--- src/sau_pkg.sv ---
// shared types, codes and sizes for the stack alu unit
package sau_pkg;

    localparam int STACK_DEPTH = 64;
    localparam int PTR_W       = $clog2(STACK_DEPTH);
    localparam int CNT_W       = $clog2(STACK_DEPTH + 1);
    localparam int DATA_W      = 32;
    localparam int ACT_W       = 3;
    localparam int DEPTH_W     = 7;
    localparam int STATUS_W    = 2;
    localparam int DIV_STEPS   = DATA_W;
    localparam int STEP_W      = $clog2(DIV_STEPS);

    localparam logic [ACT_W-1:0] ACT_PUSH = 3'd0;
    localparam logic [ACT_W-1:0] ACT_ADD  = 3'd1;
    localparam logic [ACT_W-1:0] ACT_SUB  = 3'd2;
    localparam logic [ACT_W-1:0] ACT_DIV  = 3'd3;
    localparam logic [ACT_W-1:0] ACT_MUL  = 3'd4;
    localparam logic [ACT_W-1:0] ACT_MOD  = 3'd5;

    localparam logic [STATUS_W-1:0] STAT_OK      = 2'd0;
    localparam logic [STATUS_W-1:0] STAT_SHORT   = 2'd1;
    localparam logic [STATUS_W-1:0] STAT_DIVZERO = 2'd2;
    localparam logic [STATUS_W-1:0] STAT_FULL    = 2'd3;

    typedef struct packed {
        logic [ACT_W-1:0]         action;
        logic signed [DATA_W-1:0] push_value;
    } sau_in_t;

    typedef struct packed {
        logic signed [DATA_W-1:0] top_value;
        logic [DEPTH_W-1:0]       stack_depth;
        logic [STATUS_W-1:0]      status;
    } sau_out_t;

    typedef struct packed {
        logic              start;
        logic [ACT_W-1:0]  action;
        logic [DATA_W-1:0] a;
        logic [DATA_W-1:0] b;
    } sau_alu_req_t;

    typedef struct packed {
        logic              done;
        logic [DATA_W-1:0] result;
    } sau_alu_rsp_t;

endpackage

--- src/sau_stack_mem.sv ---
// operand stack storage below the top entry, one write and one registered read port
module sau_stack_mem (
    input  logic                        aclk,
    input  logic                        wr_en,
    input  logic [sau_pkg::PTR_W-1:0]   wr_addr,
    input  logic [sau_pkg::DATA_W-1:0]  wr_data,
    input  logic                        rd_en,
    input  logic [sau_pkg::PTR_W-1:0]   rd_addr,
    output logic [sau_pkg::DATA_W-1:0]  rd_data
);
    import sau_pkg::*;

    logic [DATA_W-1:0] mem [STACK_DEPTH];
    logic [DATA_W-1:0] rd_data_reg;

    always_ff @(posedge aclk) begin
        if (wr_en) begin
            mem[wr_addr] <= wr_data;
        end
    end

    always_ff @(posedge aclk) begin
        if (rd_en) begin
            rd_data_reg <= mem[rd_addr];
        end
    end

    assign rd_data = rd_data_reg;

endmodule

--- src/sau_alu.sv ---
// shared arithmetic unit: add, sub and mul computed directly, div and mod by radix-2 iteration
module sau_alu (
    input  logic                   aclk,
    input  logic                   aresetn,
    input  sau_pkg::sau_alu_req_t  req,
    output sau_pkg::sau_alu_rsp_t  rsp
);
    import sau_pkg::*;

    localparam logic [1:0] A_IDLE = 2'd0;
    localparam logic [1:0] A_DIV  = 2'd1;
    localparam logic [1:0] A_FIX  = 2'd2;

    logic [1:0]        state_reg, state_next;
    logic              done_reg, done_next;
    logic [DATA_W-1:0] res_reg, res_next;
    logic [DATA_W-1:0] rem_reg, rem_next;
    logic [DATA_W-1:0] quo_reg, quo_next;
    logic [DATA_W-1:0] dvs_reg, dvs_next;
    logic [STEP_W-1:0] step_reg, step_next;
    logic              neg_q_reg, neg_q_next;
    logic              neg_r_reg, neg_r_next;
    logic              is_mod_reg, is_mod_next;

    logic [DATA_W-1:0] abs_a, abs_b;
    logic [DATA_W:0]   rem_sh, diff;

    assign abs_a  = req.a[DATA_W-1] ? (~req.a + DATA_W'(1)) : req.a;
    assign abs_b  = req.b[DATA_W-1] ? (~req.b + DATA_W'(1)) : req.b;
    // shift one dividend bit in, trial subtract
    assign rem_sh = {rem_reg, quo_reg[DATA_W-1]};
    assign diff   = rem_sh - {1'b0, dvs_reg};

    always_comb begin
        state_next  = state_reg;
        done_next   = 1'b0;
        res_next    = res_reg;
        rem_next    = rem_reg;
        quo_next    = quo_reg;
        dvs_next    = dvs_reg;
        step_next   = step_reg;
        neg_q_next  = neg_q_reg;
        neg_r_next  = neg_r_reg;
        is_mod_next = is_mod_reg;
        case (state_reg)
            A_IDLE: begin
                if (req.start) begin
                    case (req.action)
                        ACT_ADD: begin
                            res_next  = req.a + req.b;
                            done_next = 1'b1;
                        end
                        ACT_SUB: begin
                            res_next  = req.a - req.b;
                            done_next = 1'b1;
                        end
                        ACT_MUL: begin
                            res_next  = DATA_W'(req.a * req.b);
                            done_next = 1'b1;
                        end
                        ACT_DIV, ACT_MOD: begin
                            rem_next    = '0;
                            quo_next    = abs_a;
                            dvs_next    = abs_b;
                            step_next   = '0;
                            neg_q_next  = req.a[DATA_W-1] ^ req.b[DATA_W-1];
                            neg_r_next  = req.a[DATA_W-1];
                            is_mod_next = (req.action == ACT_MOD);
                            state_next  = A_DIV;
                        end
                        default: begin
                            res_next  = req.a;
                            done_next = 1'b1;
                        end
                    endcase
                end
            end
            A_DIV: begin
                if (!diff[DATA_W]) begin
                    rem_next = diff[DATA_W-1:0];
                    quo_next = {quo_reg[DATA_W-2:0], 1'b1};
                end else begin
                    rem_next = rem_sh[DATA_W-1:0];
                    quo_next = {quo_reg[DATA_W-2:0], 1'b0};
                end
                step_next = step_reg + STEP_W'(1);
                if (step_reg == STEP_W'(DIV_STEPS - 1)) begin
                    state_next = A_FIX;
                end
            end
            A_FIX: begin
                // quotient sign from both operands, remainder sign from the dividend
                if (is_mod_reg) begin
                    res_next = neg_r_reg ? (~rem_reg + DATA_W'(1)) : rem_reg;
                end else begin
                    res_next = neg_q_reg ? (~quo_reg + DATA_W'(1)) : quo_reg;
                end
                done_next  = 1'b1;
                state_next = A_IDLE;
            end
            default: begin
                state_next = A_IDLE;
            end
        endcase
    end

    always_ff @(posedge aclk) begin
        if (!aresetn) begin
            state_reg <= A_IDLE;
            done_reg  <= 1'b0;
        end else begin
            state_reg <= state_next;
            done_reg  <= done_next;
        end
    end

    always_ff @(posedge aclk) begin
        res_reg    <= res_next;
        rem_reg    <= rem_next;
        quo_reg    <= quo_next;
        dvs_reg    <= dvs_next;
        step_reg   <= step_next;
        neg_q_reg  <= neg_q_next;
        neg_r_reg  <= neg_r_next;
        is_mod_reg <= is_mod_next;
    end

    assign rsp.done   = done_reg;
    assign rsp.result = res_reg;

    a_no_start_while_busy: assert property (@(posedge aclk) disable iff (!aresetn)
        state_reg != A_IDLE |-> !req.start)
        else $error("alu started while dividing");

    a_fix_gives_done: assert property (@(posedge aclk) disable iff (!aresetn)
        state_reg == A_FIX |=> done_reg)
        else $error("divide finish did not signal done");

    a_done_one_cycle: assert property (@(posedge aclk) disable iff (!aresetn)
        done_reg |=> !done_reg)
        else $error("done held longer than one cycle");

endmodule

--- src/stack_alu_int_unit.sv ---
// top level: operand stack sequencer with shared arithmetic unit
//
//  channel | dir | handshake          | payload
//  s_      | in  | s_valid / s_ready  | s_data : action, push_value
//  m_      | out | m_valid / m_ready  | m_data : top_value, stack_depth, status
//
// push, too short, full and unused codes go from accept straight to the result state
// a zero divisor goes through stack read, then result
// add, sub and mul go through stack read, alu operation, handoff, result
// div and mod run through the 32 steps of the radix-2 divider
// one item at a time; s_ready is low until the previous result is registered
// a stalled result holds in the output register; reset empties the stack
module stack_alu_int_unit (
    input  logic              aclk,
    input  logic              aresetn,
    input  logic              s_valid,
    output logic              s_ready,
    input  sau_pkg::sau_in_t  s_data,
    output logic              m_valid,
    input  logic              m_ready,
    output sau_pkg::sau_out_t m_data
);
    import sau_pkg::*;

    localparam logic [1:0] S_IDLE = 2'd0;
    localparam logic [1:0] S_OPER = 2'd1;
    localparam logic [1:0] S_CALC = 2'd2;
    localparam logic [1:0] S_RESP = 2'd3;

    logic [1:0]          state_reg, state_next;
    logic [CNT_W-1:0]    count_reg, count_next;
    logic [DATA_W-1:0]   top_reg, top_next;
    logic [ACT_W-1:0]    act_reg, act_next;
    logic [STATUS_W-1:0] status_reg, status_next;
    logic                m_valid_reg, m_valid_next;
    sau_out_t            m_data_reg, m_data_next;

    logic                accept;
    logic                wr_en, rd_en;
    logic [PTR_W-1:0]    wr_addr, rd_addr;
    logic [DATA_W-1:0]   rd_data;
    sau_alu_req_t        alu_req;
    sau_alu_rsp_t        alu_rsp;
    logic                is_arith, is_divmod;

    assign s_ready  = (state_reg == S_IDLE);
    assign accept   = s_valid && s_ready;
    assign is_arith = (s_data.action inside {[ACT_ADD:ACT_MOD]});
    assign is_divmod = (act_reg == ACT_DIV) || (act_reg == ACT_MOD);

    // the top entry lives in top_reg; memory holds the entries beneath it
    assign wr_en   = accept && (s_data.action == ACT_PUSH) && (count_reg != '0)
                     && (count_reg != CNT_W'(STACK_DEPTH));
    assign wr_addr = PTR_W'(count_reg - CNT_W'(1));
    assign rd_en   = accept && is_arith && (count_reg >= CNT_W'(2));
    assign rd_addr = PTR_W'(count_reg - CNT_W'(2));

    sau_stack_mem u_mem (
        .aclk    (aclk),
        .wr_en   (wr_en),
        .wr_addr (wr_addr),
        .wr_data (top_reg),
        .rd_en   (rd_en),
        .rd_addr (rd_addr),
        .rd_data (rd_data)
    );

    assign alu_req.start  = (state_reg == S_OPER) && !(is_divmod && (top_reg == '0));
    assign alu_req.action = act_reg;
    assign alu_req.a      = rd_data;
    assign alu_req.b      = top_reg;

    sau_alu u_alu (
        .aclk    (aclk),
        .aresetn (aresetn),
        .req     (alu_req),
        .rsp     (alu_rsp)
    );

    always_comb begin
        state_next   = state_reg;
        count_next   = count_reg;
        top_next     = top_reg;
        act_next     = act_reg;
        status_next  = status_reg;
        m_valid_next = m_valid_reg;
        m_data_next  = m_data_reg;
        if (m_valid_reg && m_ready) begin
            m_valid_next = 1'b0;
        end
        case (state_reg)
            S_IDLE: begin
                if (accept) begin
                    act_next    = s_data.action;
                    status_next = STAT_OK;
                    state_next  = S_RESP;
                    if (s_data.action == ACT_PUSH) begin
                        if (count_reg == CNT_W'(STACK_DEPTH)) begin
                            status_next = STAT_FULL;
                        end else begin
                            top_next   = s_data.push_value;
                            count_next = count_reg + CNT_W'(1);
                        end
                    end else if (is_arith) begin
                        if (count_reg < CNT_W'(2)) begin
                            status_next = STAT_SHORT;
                        end else begin
                            state_next = S_OPER;
                        end
                    end
                end
            end
            S_OPER: begin
                if (is_divmod && (top_reg == '0)) begin
                    status_next = STAT_DIVZERO;
                    state_next  = S_RESP;
                end else begin
                    state_next = S_CALC;
                end
            end
            S_CALC: begin
                if (alu_rsp.done) begin
                    top_next   = alu_rsp.result;
                    count_next = count_reg - CNT_W'(1);
                    state_next = S_RESP;
                end
            end
            S_RESP: begin
                if (!m_valid_reg || m_ready) begin
                    m_valid_next            = 1'b1;
                    m_data_next.top_value   = (count_reg != '0) ? top_reg : '0;
                    m_data_next.stack_depth = DEPTH_W'(count_reg);
                    m_data_next.status      = status_reg;
                    state_next              = S_IDLE;
                end
            end
            default: begin
                state_next = S_IDLE;
            end
        endcase
    end

    always_ff @(posedge aclk) begin
        if (!aresetn) begin
            state_reg   <= S_IDLE;
            count_reg   <= '0;
            m_valid_reg <= 1'b0;
        end else begin
            state_reg   <= state_next;
            count_reg   <= count_next;
            m_valid_reg <= m_valid_next;
        end
    end

    always_ff @(posedge aclk) begin
        top_reg    <= top_next;
        act_reg    <= act_next;
        status_reg <= status_next;
        m_data_reg <= m_data_next;
    end

    assign m_valid = m_valid_reg;
    assign m_data  = m_data_reg;

    a_count_bound: assert property (@(posedge aclk) disable iff (!aresetn)
        count_reg <= CNT_W'(STACK_DEPTH))
        else $error("stack count beyond capacity");

    a_alu_done_in_calc: assert property (@(posedge aclk) disable iff (!aresetn)
        alu_rsp.done |-> state_reg == S_CALC)
        else $error("alu result outside calc state");

    a_result_from_resp: assert property (@(posedge aclk) disable iff (!aresetn)
        $rose(m_valid_reg) |-> $past(state_reg) == S_RESP)
        else $error("result raised outside resp state");

    a_count_step: assert property (@(posedge aclk) disable iff (!aresetn)
        state_reg == S_CALC && alu_rsp.done |=> count_reg == $past(count_reg) - CNT_W'(1))
        else $error("arithmetic did not drop one entry");

endmodule

--- config.mk ---
export PLATFORM = sky130hd
export DESIGN_NAME = stack_alu_int_unit
export DESIGN_NICKNAME = d
export VERILOG_FILES = /design/src/sau_pkg.sv /design/src/sau_stack_mem.sv /design/src/sau_alu.sv /design/src/stack_alu_int_unit.sv
export SDC_FILE = /design/constraint.sdc
export NUM_CORES = 2
export LEC_CHECK = 0
export BUFFER_PORTS_ARGS = -buffer_cell sky130_fd_sc_hd__buf_2
export CORE_MARGIN = 8
export CORE_UTILIZATION = 47
export CTS_CLUSTER_SIZE = 10
export DETAILED_ROUTE_END_ITERATION = 8
export PLACE_DENSITY = 0.59
export SETUP_SLACK_MARGIN = 0.3
export SLEW_MARGIN = 20
export SYNTH_ARGS = -nofsm -noshare
export SYNTH_HDL_FRONTEND = slang
export SYNTH_SLANG_ARGS = --single-unit
--- constraint.sdc ---
create_clock -name aclk -period 21.7 [get_ports aclk]
set_input_delay 4.34 -clock aclk [delete_from_list [all_inputs] [get_ports aclk]]
set_output_delay 4.34 -clock aclk [all_outputs]
set_load 0.02 [all_outputs]
## Word-level counts from Yosys, hierarchy flattened

Memory sizes are Yosys's and may differ from the RTL's. A register that Yosys moved wholly into a read port is not among the register bits.
Cells that the tools add are included.

- Add/subtract/negate cells: 11
- Multiply operators: 1
- Divide/modulo/power cells: 0
- Magnitude comparators: 4
- Eq/ne operators: 23
- Shift operators: 0
- Multiplexer cells: 56
- Bitwise logic cells: 5
- Reductions and logical operators: 33

Operators with widths:

| kind | number |
|---|---|
| two-way mux 32 bit | 14 |
| case mux 32 bit (2 select lines) | 4 |
| adder 32 x 1 -> 32 bit, second input constant | 4 |
| inverter 32 bit | 4 |
| case mux 32 bit (4 select lines) | 1 |
| subtractor 33 x 32 -> 33 bit | 1 |
| adder 32 bit | 1 |
| logical NOT 32 bit | 1 |
| multiplier 32 x 32 -> 32 bit | 1 |
| subtractor 32 bit | 1 |
| two-way mux 31 bit | 1 |
| two-way mux 7 bit | 4 |
| two-way mux 2 bit | 13 |
| AND reduction 3 bit | 6 |
| case mux 7 bit (2 select lines) | 1 |
| two-way mux 1 bit | 11 |
| logical AND 1 bit | 10 |
| two-way mux 5 bit | 2 |
| inequality test 2 x 1 -> 1 bit, second input constant | 5 |
| inequality test 2 bit, second input constant | 5 |
| case mux 5 bit (2 select lines) | 1 |
| case mux 2 bit (2 select lines) | 2 |
| case mux 2 bit (4 select lines) | 1 |
| nonzero test 2 bit | 4 |
| 26 further kinds | 35 |

- Register bits: 227
- Bits in latches: 0
- RAM bits: 2,048
- Memory bits (read-only): 0
- Input bits: 39
- Output and inout port bits: 43
- Word-level logic and storage cells: 154
- Memories kept: 1

Memory list:

| name | words | bits a word | read ports | clocked after Yosys merged registers in | wr ports | RTL line | RTL |
|---|---|---|---|---|---|---|---|
| u_mem.mem | 64 | 32 | 1 | 1 | 1 | sau_stack_mem.sv:13 | `logic [DATA_W-1:0] mem [STACK_DEPTH];` |

## Logic depth before layout (Yosys ltp)

- Word-level depth: 7
- Gate-level depth with buffers: 28
- Mapped depth without buffers: 26

## By module

Synthesis repeated with hierarchy kept, for this count alone.

- Cells, all modules: 6,863
- Area total of the unflattened synthesis: 111,249.2 um^2

Modules (own cells, without submodules):

| module | instances | cells each | area an instance (um^2) | sequential area each (um^2) |
|---|---|---|---|---|
| sau_stack_mem | 1 | 3,324 | 78,838.1 | 62,459.9 |
| sau_alu | 1 | 3,252 | 28,387.2 | 4,144.0 |
| stack_alu_int_unit | 1 | 287 | 4,023.9 | 2,542.4 |

## Least setup slack after synthesis

Ideal clock, no wire load.

- Kind: reg2reg
- From: register top_reg[5]
- To: register u_alu.res_reg[31] (data pin)
- Setup time: 277 ps
- Data arrival time: 7,843 ps
- Setup slack: 13,580 ps
- Stages on the path, launching flop included: 23
- Buffers on the path: 2
- Clock period less this slack: 8,120 ps
- Path through: edfxtp_1 -> clkbuf_1 -> clkbuf_1 -> and2_1 -> fa_1 -> fa_1 -> fa_1 -> inv_1 -> fa_1 -> inv_1 -> fa_1 -> fa_1 -> fa_1 -> fa_1 -> ha_1 -> a21o_1 -> a21o_1 -> a21o_1 -> o41ai_1 -> nor3_1 -> a2111oi_0 -> xnor2_1 -> a32oi_1

- Word-level cells in the longest chain between the ends: 4

RTL lines:

| what | RTL line | RTL |
|---|---|---|
| from (decl) | stack_alu_int_unit.sv:32 | `logic [DATA_W-1:0] top_reg, top_next;` |
| from (signal assigned) | stack_alu_int_unit.sv:156 | `top_reg <= top_next;` |
| multiplier 32 x 32 -> 32 bit, or another cell as far along | sau_alu.sv:58 | `res_next = DATA_W'(req.a * req.b);` |
| case mux 32 bit (4 select lines) (*) | sau_alu.sv:48 | `case (req.action)` |
| two-way mux 32 bit (*) | sau_alu.sv:47 | `if (req.start) begin` |
| case mux 32 bit (2 select lines) (*) | sau_alu.sv:45 | `case (state_reg)` |
| named net u_alu.res_next[31] | sau_alu.sv:16 | `logic [DATA_W-1:0] res_reg, res_next;` |
| to (signal assigned) | sau_alu.sv:118 | `res_reg <= res_next;` |
| to (decl) | sau_alu.sv:16 |  |

Mark *: on every way through the listed nets, which the timed path passes. The rest lies on a longest branch. The select of a mux whose other input is x is not followed.
A chain may end at the register's enable or synchronous reset.

## Final worst setup path

- From: register top_reg[2]
- To: register u_alu.res_reg[31] (data pin)

The elaborated chain is that of the path after synthesis.

==> metrics.yaml <==
port-buffer-count: 81
critPathTopFamily: "adder cells"
fin_crit_sh_pct: 39.4
vias: 60800
grt_max_degree: 96
slew_headroom_pct: 21.2
netlist_area_um2: 111000
clkLatencyLatePin_ps: 960
setup_viol: 0
dr.first_iter.drc_count: 6300
cp_num_buf_inv: 6
largest_reg_flops: 2048
dp_hpwl_um: 185000
clockBufferDepth: 4
grt_pass1_vias: 62600
wl_per_cell_um: 31.9
fin_skew_ps: 91.6
post_cts_resized: 0
synth_area_per_cell_um2: 17.0
yosys.cell_types.count: 75
r2r_slack_ps: 13160
grt_usage_pct: 25.1
grt_pass1_wl_um: 455000
cp.required_ps: 22280
clk_pin_slew_ps: 70
drt-vias-per-instance: 6.12
tightestPinTransition_ps: 1180
start_kind: "flip-flop"
ys_top_cells_by_area: "edfxtp_1 (62%), mux4_2 (13%), fa_1 (7.4%)"
setup.worst_path.end_class: "flip-flop"
first_pass_iters: 6
antenna_found_initial: 23
grt_overflow_total: 0
die_y_um: 501
synth_seq_cells: 2307
synth_edf_count: 2294
rsz0062_at_grt: "false"
postRouteAntennaNets: 0
slew_violations: 0
coreArea_um2: 235000
cts_setup_buffers: 0
slowest_delay_ps: 730
synthArstFlopShare_pct: 0
ios: 82
drive_above_1_share_pct: 20.6
initial_utilization_pct: 47.2
final.setup.tns_ps: 0
crit_path_frequent_cell: "fa_1"
worstPathMaxFanout: 84
cts.hold.buffers_added: 0
root_buffer: "clkbuf_16"
yosysTopAreaCell: "edfxtp_1"
final_hold_viol_count: 0
num_rows: 178
yosysTopAreaCellShare_pct: 62.2
yosysSeqAreaShare_pct: 62.4
hold-worst-slack_ps: 544
cts.sinks: 2307
area_growth_pct: 11.7
wl_um: 318000
die_area_um2: 251000
cts_buffers: 289
cts_tree: "done"
syn-num-nets: 7162
drv_cap: 0
cp.arrival_ps: 9130
ys.flop_type: "edfxtp_1"
status: "complete, no violations"
period_minus_slack_ps: 8540
path_class: "flip-flop to flip-flop"
netlist_instances: 6509
drc: 0
layout.nets: 7375
hold_class: "flip-flop to flip-flop"
htreeDepth: 5
yosysWarnings: 0
die_w_um: 501
gp_congestion: 0.864
cp_slowest_cell: "buf_4"
crit_chain: "buf_4 -> buf_4 -> and2_1 -> fa_1 -> inv_1 -> fa_1 -> fa_1 -> fa_1 -> inv_1 -> fa_1 -> inv_1 -> fa_1 -> inv_1 -> fa_1 -> fa_1 -> ha_1 -> a21boi_0 -> a31oi_1 -> a21oi_1 -> o41ai_1 -> nor3_1 -> a2111oi_0 -> xnor2_1 -> a32oi_1"
fmax_ghz: 0.117
final_util_pct: 52.7
-- cell type report --
| class | count | area [µm²] |
|---|---|---|
| fillers | 19000 | 111000 |
| well taps | 3150 | 3940 |
| clock inverters | 29 | 275 |
| flip-flops and latches | 2307 | 69200 |
| inverters | 447 | 1680 |
| repair buffers | 284 | 2050 |
| clock buffers | 323 | 7470 |
| diodes | 11 | 27.5 |
| multi-input cells | 3393 | 39100 |
-- cell usage after synthesis (7+ instances only) --
| cell type | instances |
|---|---|
| mux4_2 | 658 |
| or3_1 | 25 |
| mux2i_1 | 45 |
| a31oi_1 | 14 |
| nand2b_1 | 29 |
| nor4_1 | 9 |
| o211ai_1 | 9 |
| nand2_1 | 390 |
| buf_1 | 67 |
| o21bai_1 | 11 |
| clkbuf_1 | 274 |
| a211oi_1 | 40 |
| edfxtp_1 | 2294 |
| xnor2_1 | 163 |
| buf_2 | 18 |
| nor2_1 | 209 |
| nand3_1 | 38 |
| ha_1 | 204 |
| fa_1 | 410 |
| and3_1 | 17 |
| xor2_1 | 128 |
| and2_1 | 351 |
| a21o_1 | 46 |
| o41ai_1 | 20 |
| nor3_1 | 29 |
| o31ai_1 | 45 |
| a2111oi_0 | 7 |
| o21ai_0 | 149 |
| a21oi_1 | 131 |
| a221oi_1 | 14 |
| o21a_1 | 23 |
| or2_2 | 12 |
| inv_1 | 447 |
| nand4_1 | 8 |
| nor2b_1 | 38 |
| dfxtp_1 | 13 |
| mux2_2 | 34 |
| or4_1 | 11 |
-- cell usage in the layout (no fill, tap or decap), types with 127 or more instances in the layout --
cell type,Yosys,layout
edfxtp_1,2294,2294
mux4_2,658,658
inv_1,447,447
fa_1,410,410
nand2_1,390,390
and2_1,351,351
clkbuf_16,0,294
ha_1,204,202
buf_4,2,194
xnor2_1,163,160
o21ai_0,149,149
nor2_1,209,141
a21oi_1,131,131
xor2_1,128,127
-- logic make-up (layout without fill, tap and decap cells) --
group / count (synthesis) / after routing / share of synthesized area, %
compound gates: 559 / 559 / 3.24
xor+xnor: 291 / 291 / 2.30
fa+ha+maj: 614 / 614 / 9.72
buf+inv: 809 / 1083 / 2.78
flops: 2307 / 2307 / 62.4
mux: 737 / 737 / 14.1
other cells: 0 / 11 / 0
simple gates: 1192 / 1192 / 5.41
-- stage by stage --
step	cell area, µm²	std cells	setup slack (ps)
final	124000	9944	13160
after global routing	124000	9936	12820
after CTS	124000	9931	13230
after detailed placement	116000	9579	13270
after global placement	116000	9579	13210
after floorplan	111000	6509	13580
-- path summary, 6_finish.rpt --
check	start	to	depth (start not counted)
max	top_reg[2]	u_alu.res_reg[31]	24
min	u_alu.res_reg[24]	top_reg[24]	1
max reg2reg	top_reg[2]	u_alu.res_reg[31]	24
min reg2reg	u_alu.res_reg[24]	top_reg[24]	1
-- worst register-to-register path: cells and delay by family, from the launching register on --
| kind | cells | cell delay [ps] |
|---|---|---|
| compound gates | 6 | 1860 |
| xor+xnor | 1 | 180 |
| fa+ha+maj | 9 | 4160 |
| buf+inv | 6 | 1240 |
| flops | 1 | 320 |
| simple gates | 2 | 450 |
-- layer usage --
| layer | share of wire [%] | global-route usage, % | vias to the layer above |
|---|---|---|---|
| met1 | 41 | 34.6 | 32700 |
| li1 | - | - | 25000 |
| met3 | 6.8 | 3.46 | 619 |
| met5 | 0 | 0 | - |
| met2 | 48 | 41.1 | 2529 |
| met4 | 4.0 | 9.24 | 0 |
Power is left out: the tool's default activity adds up to more than one toggle a clock period on the data nets, which glitch-free logic cannot reach.
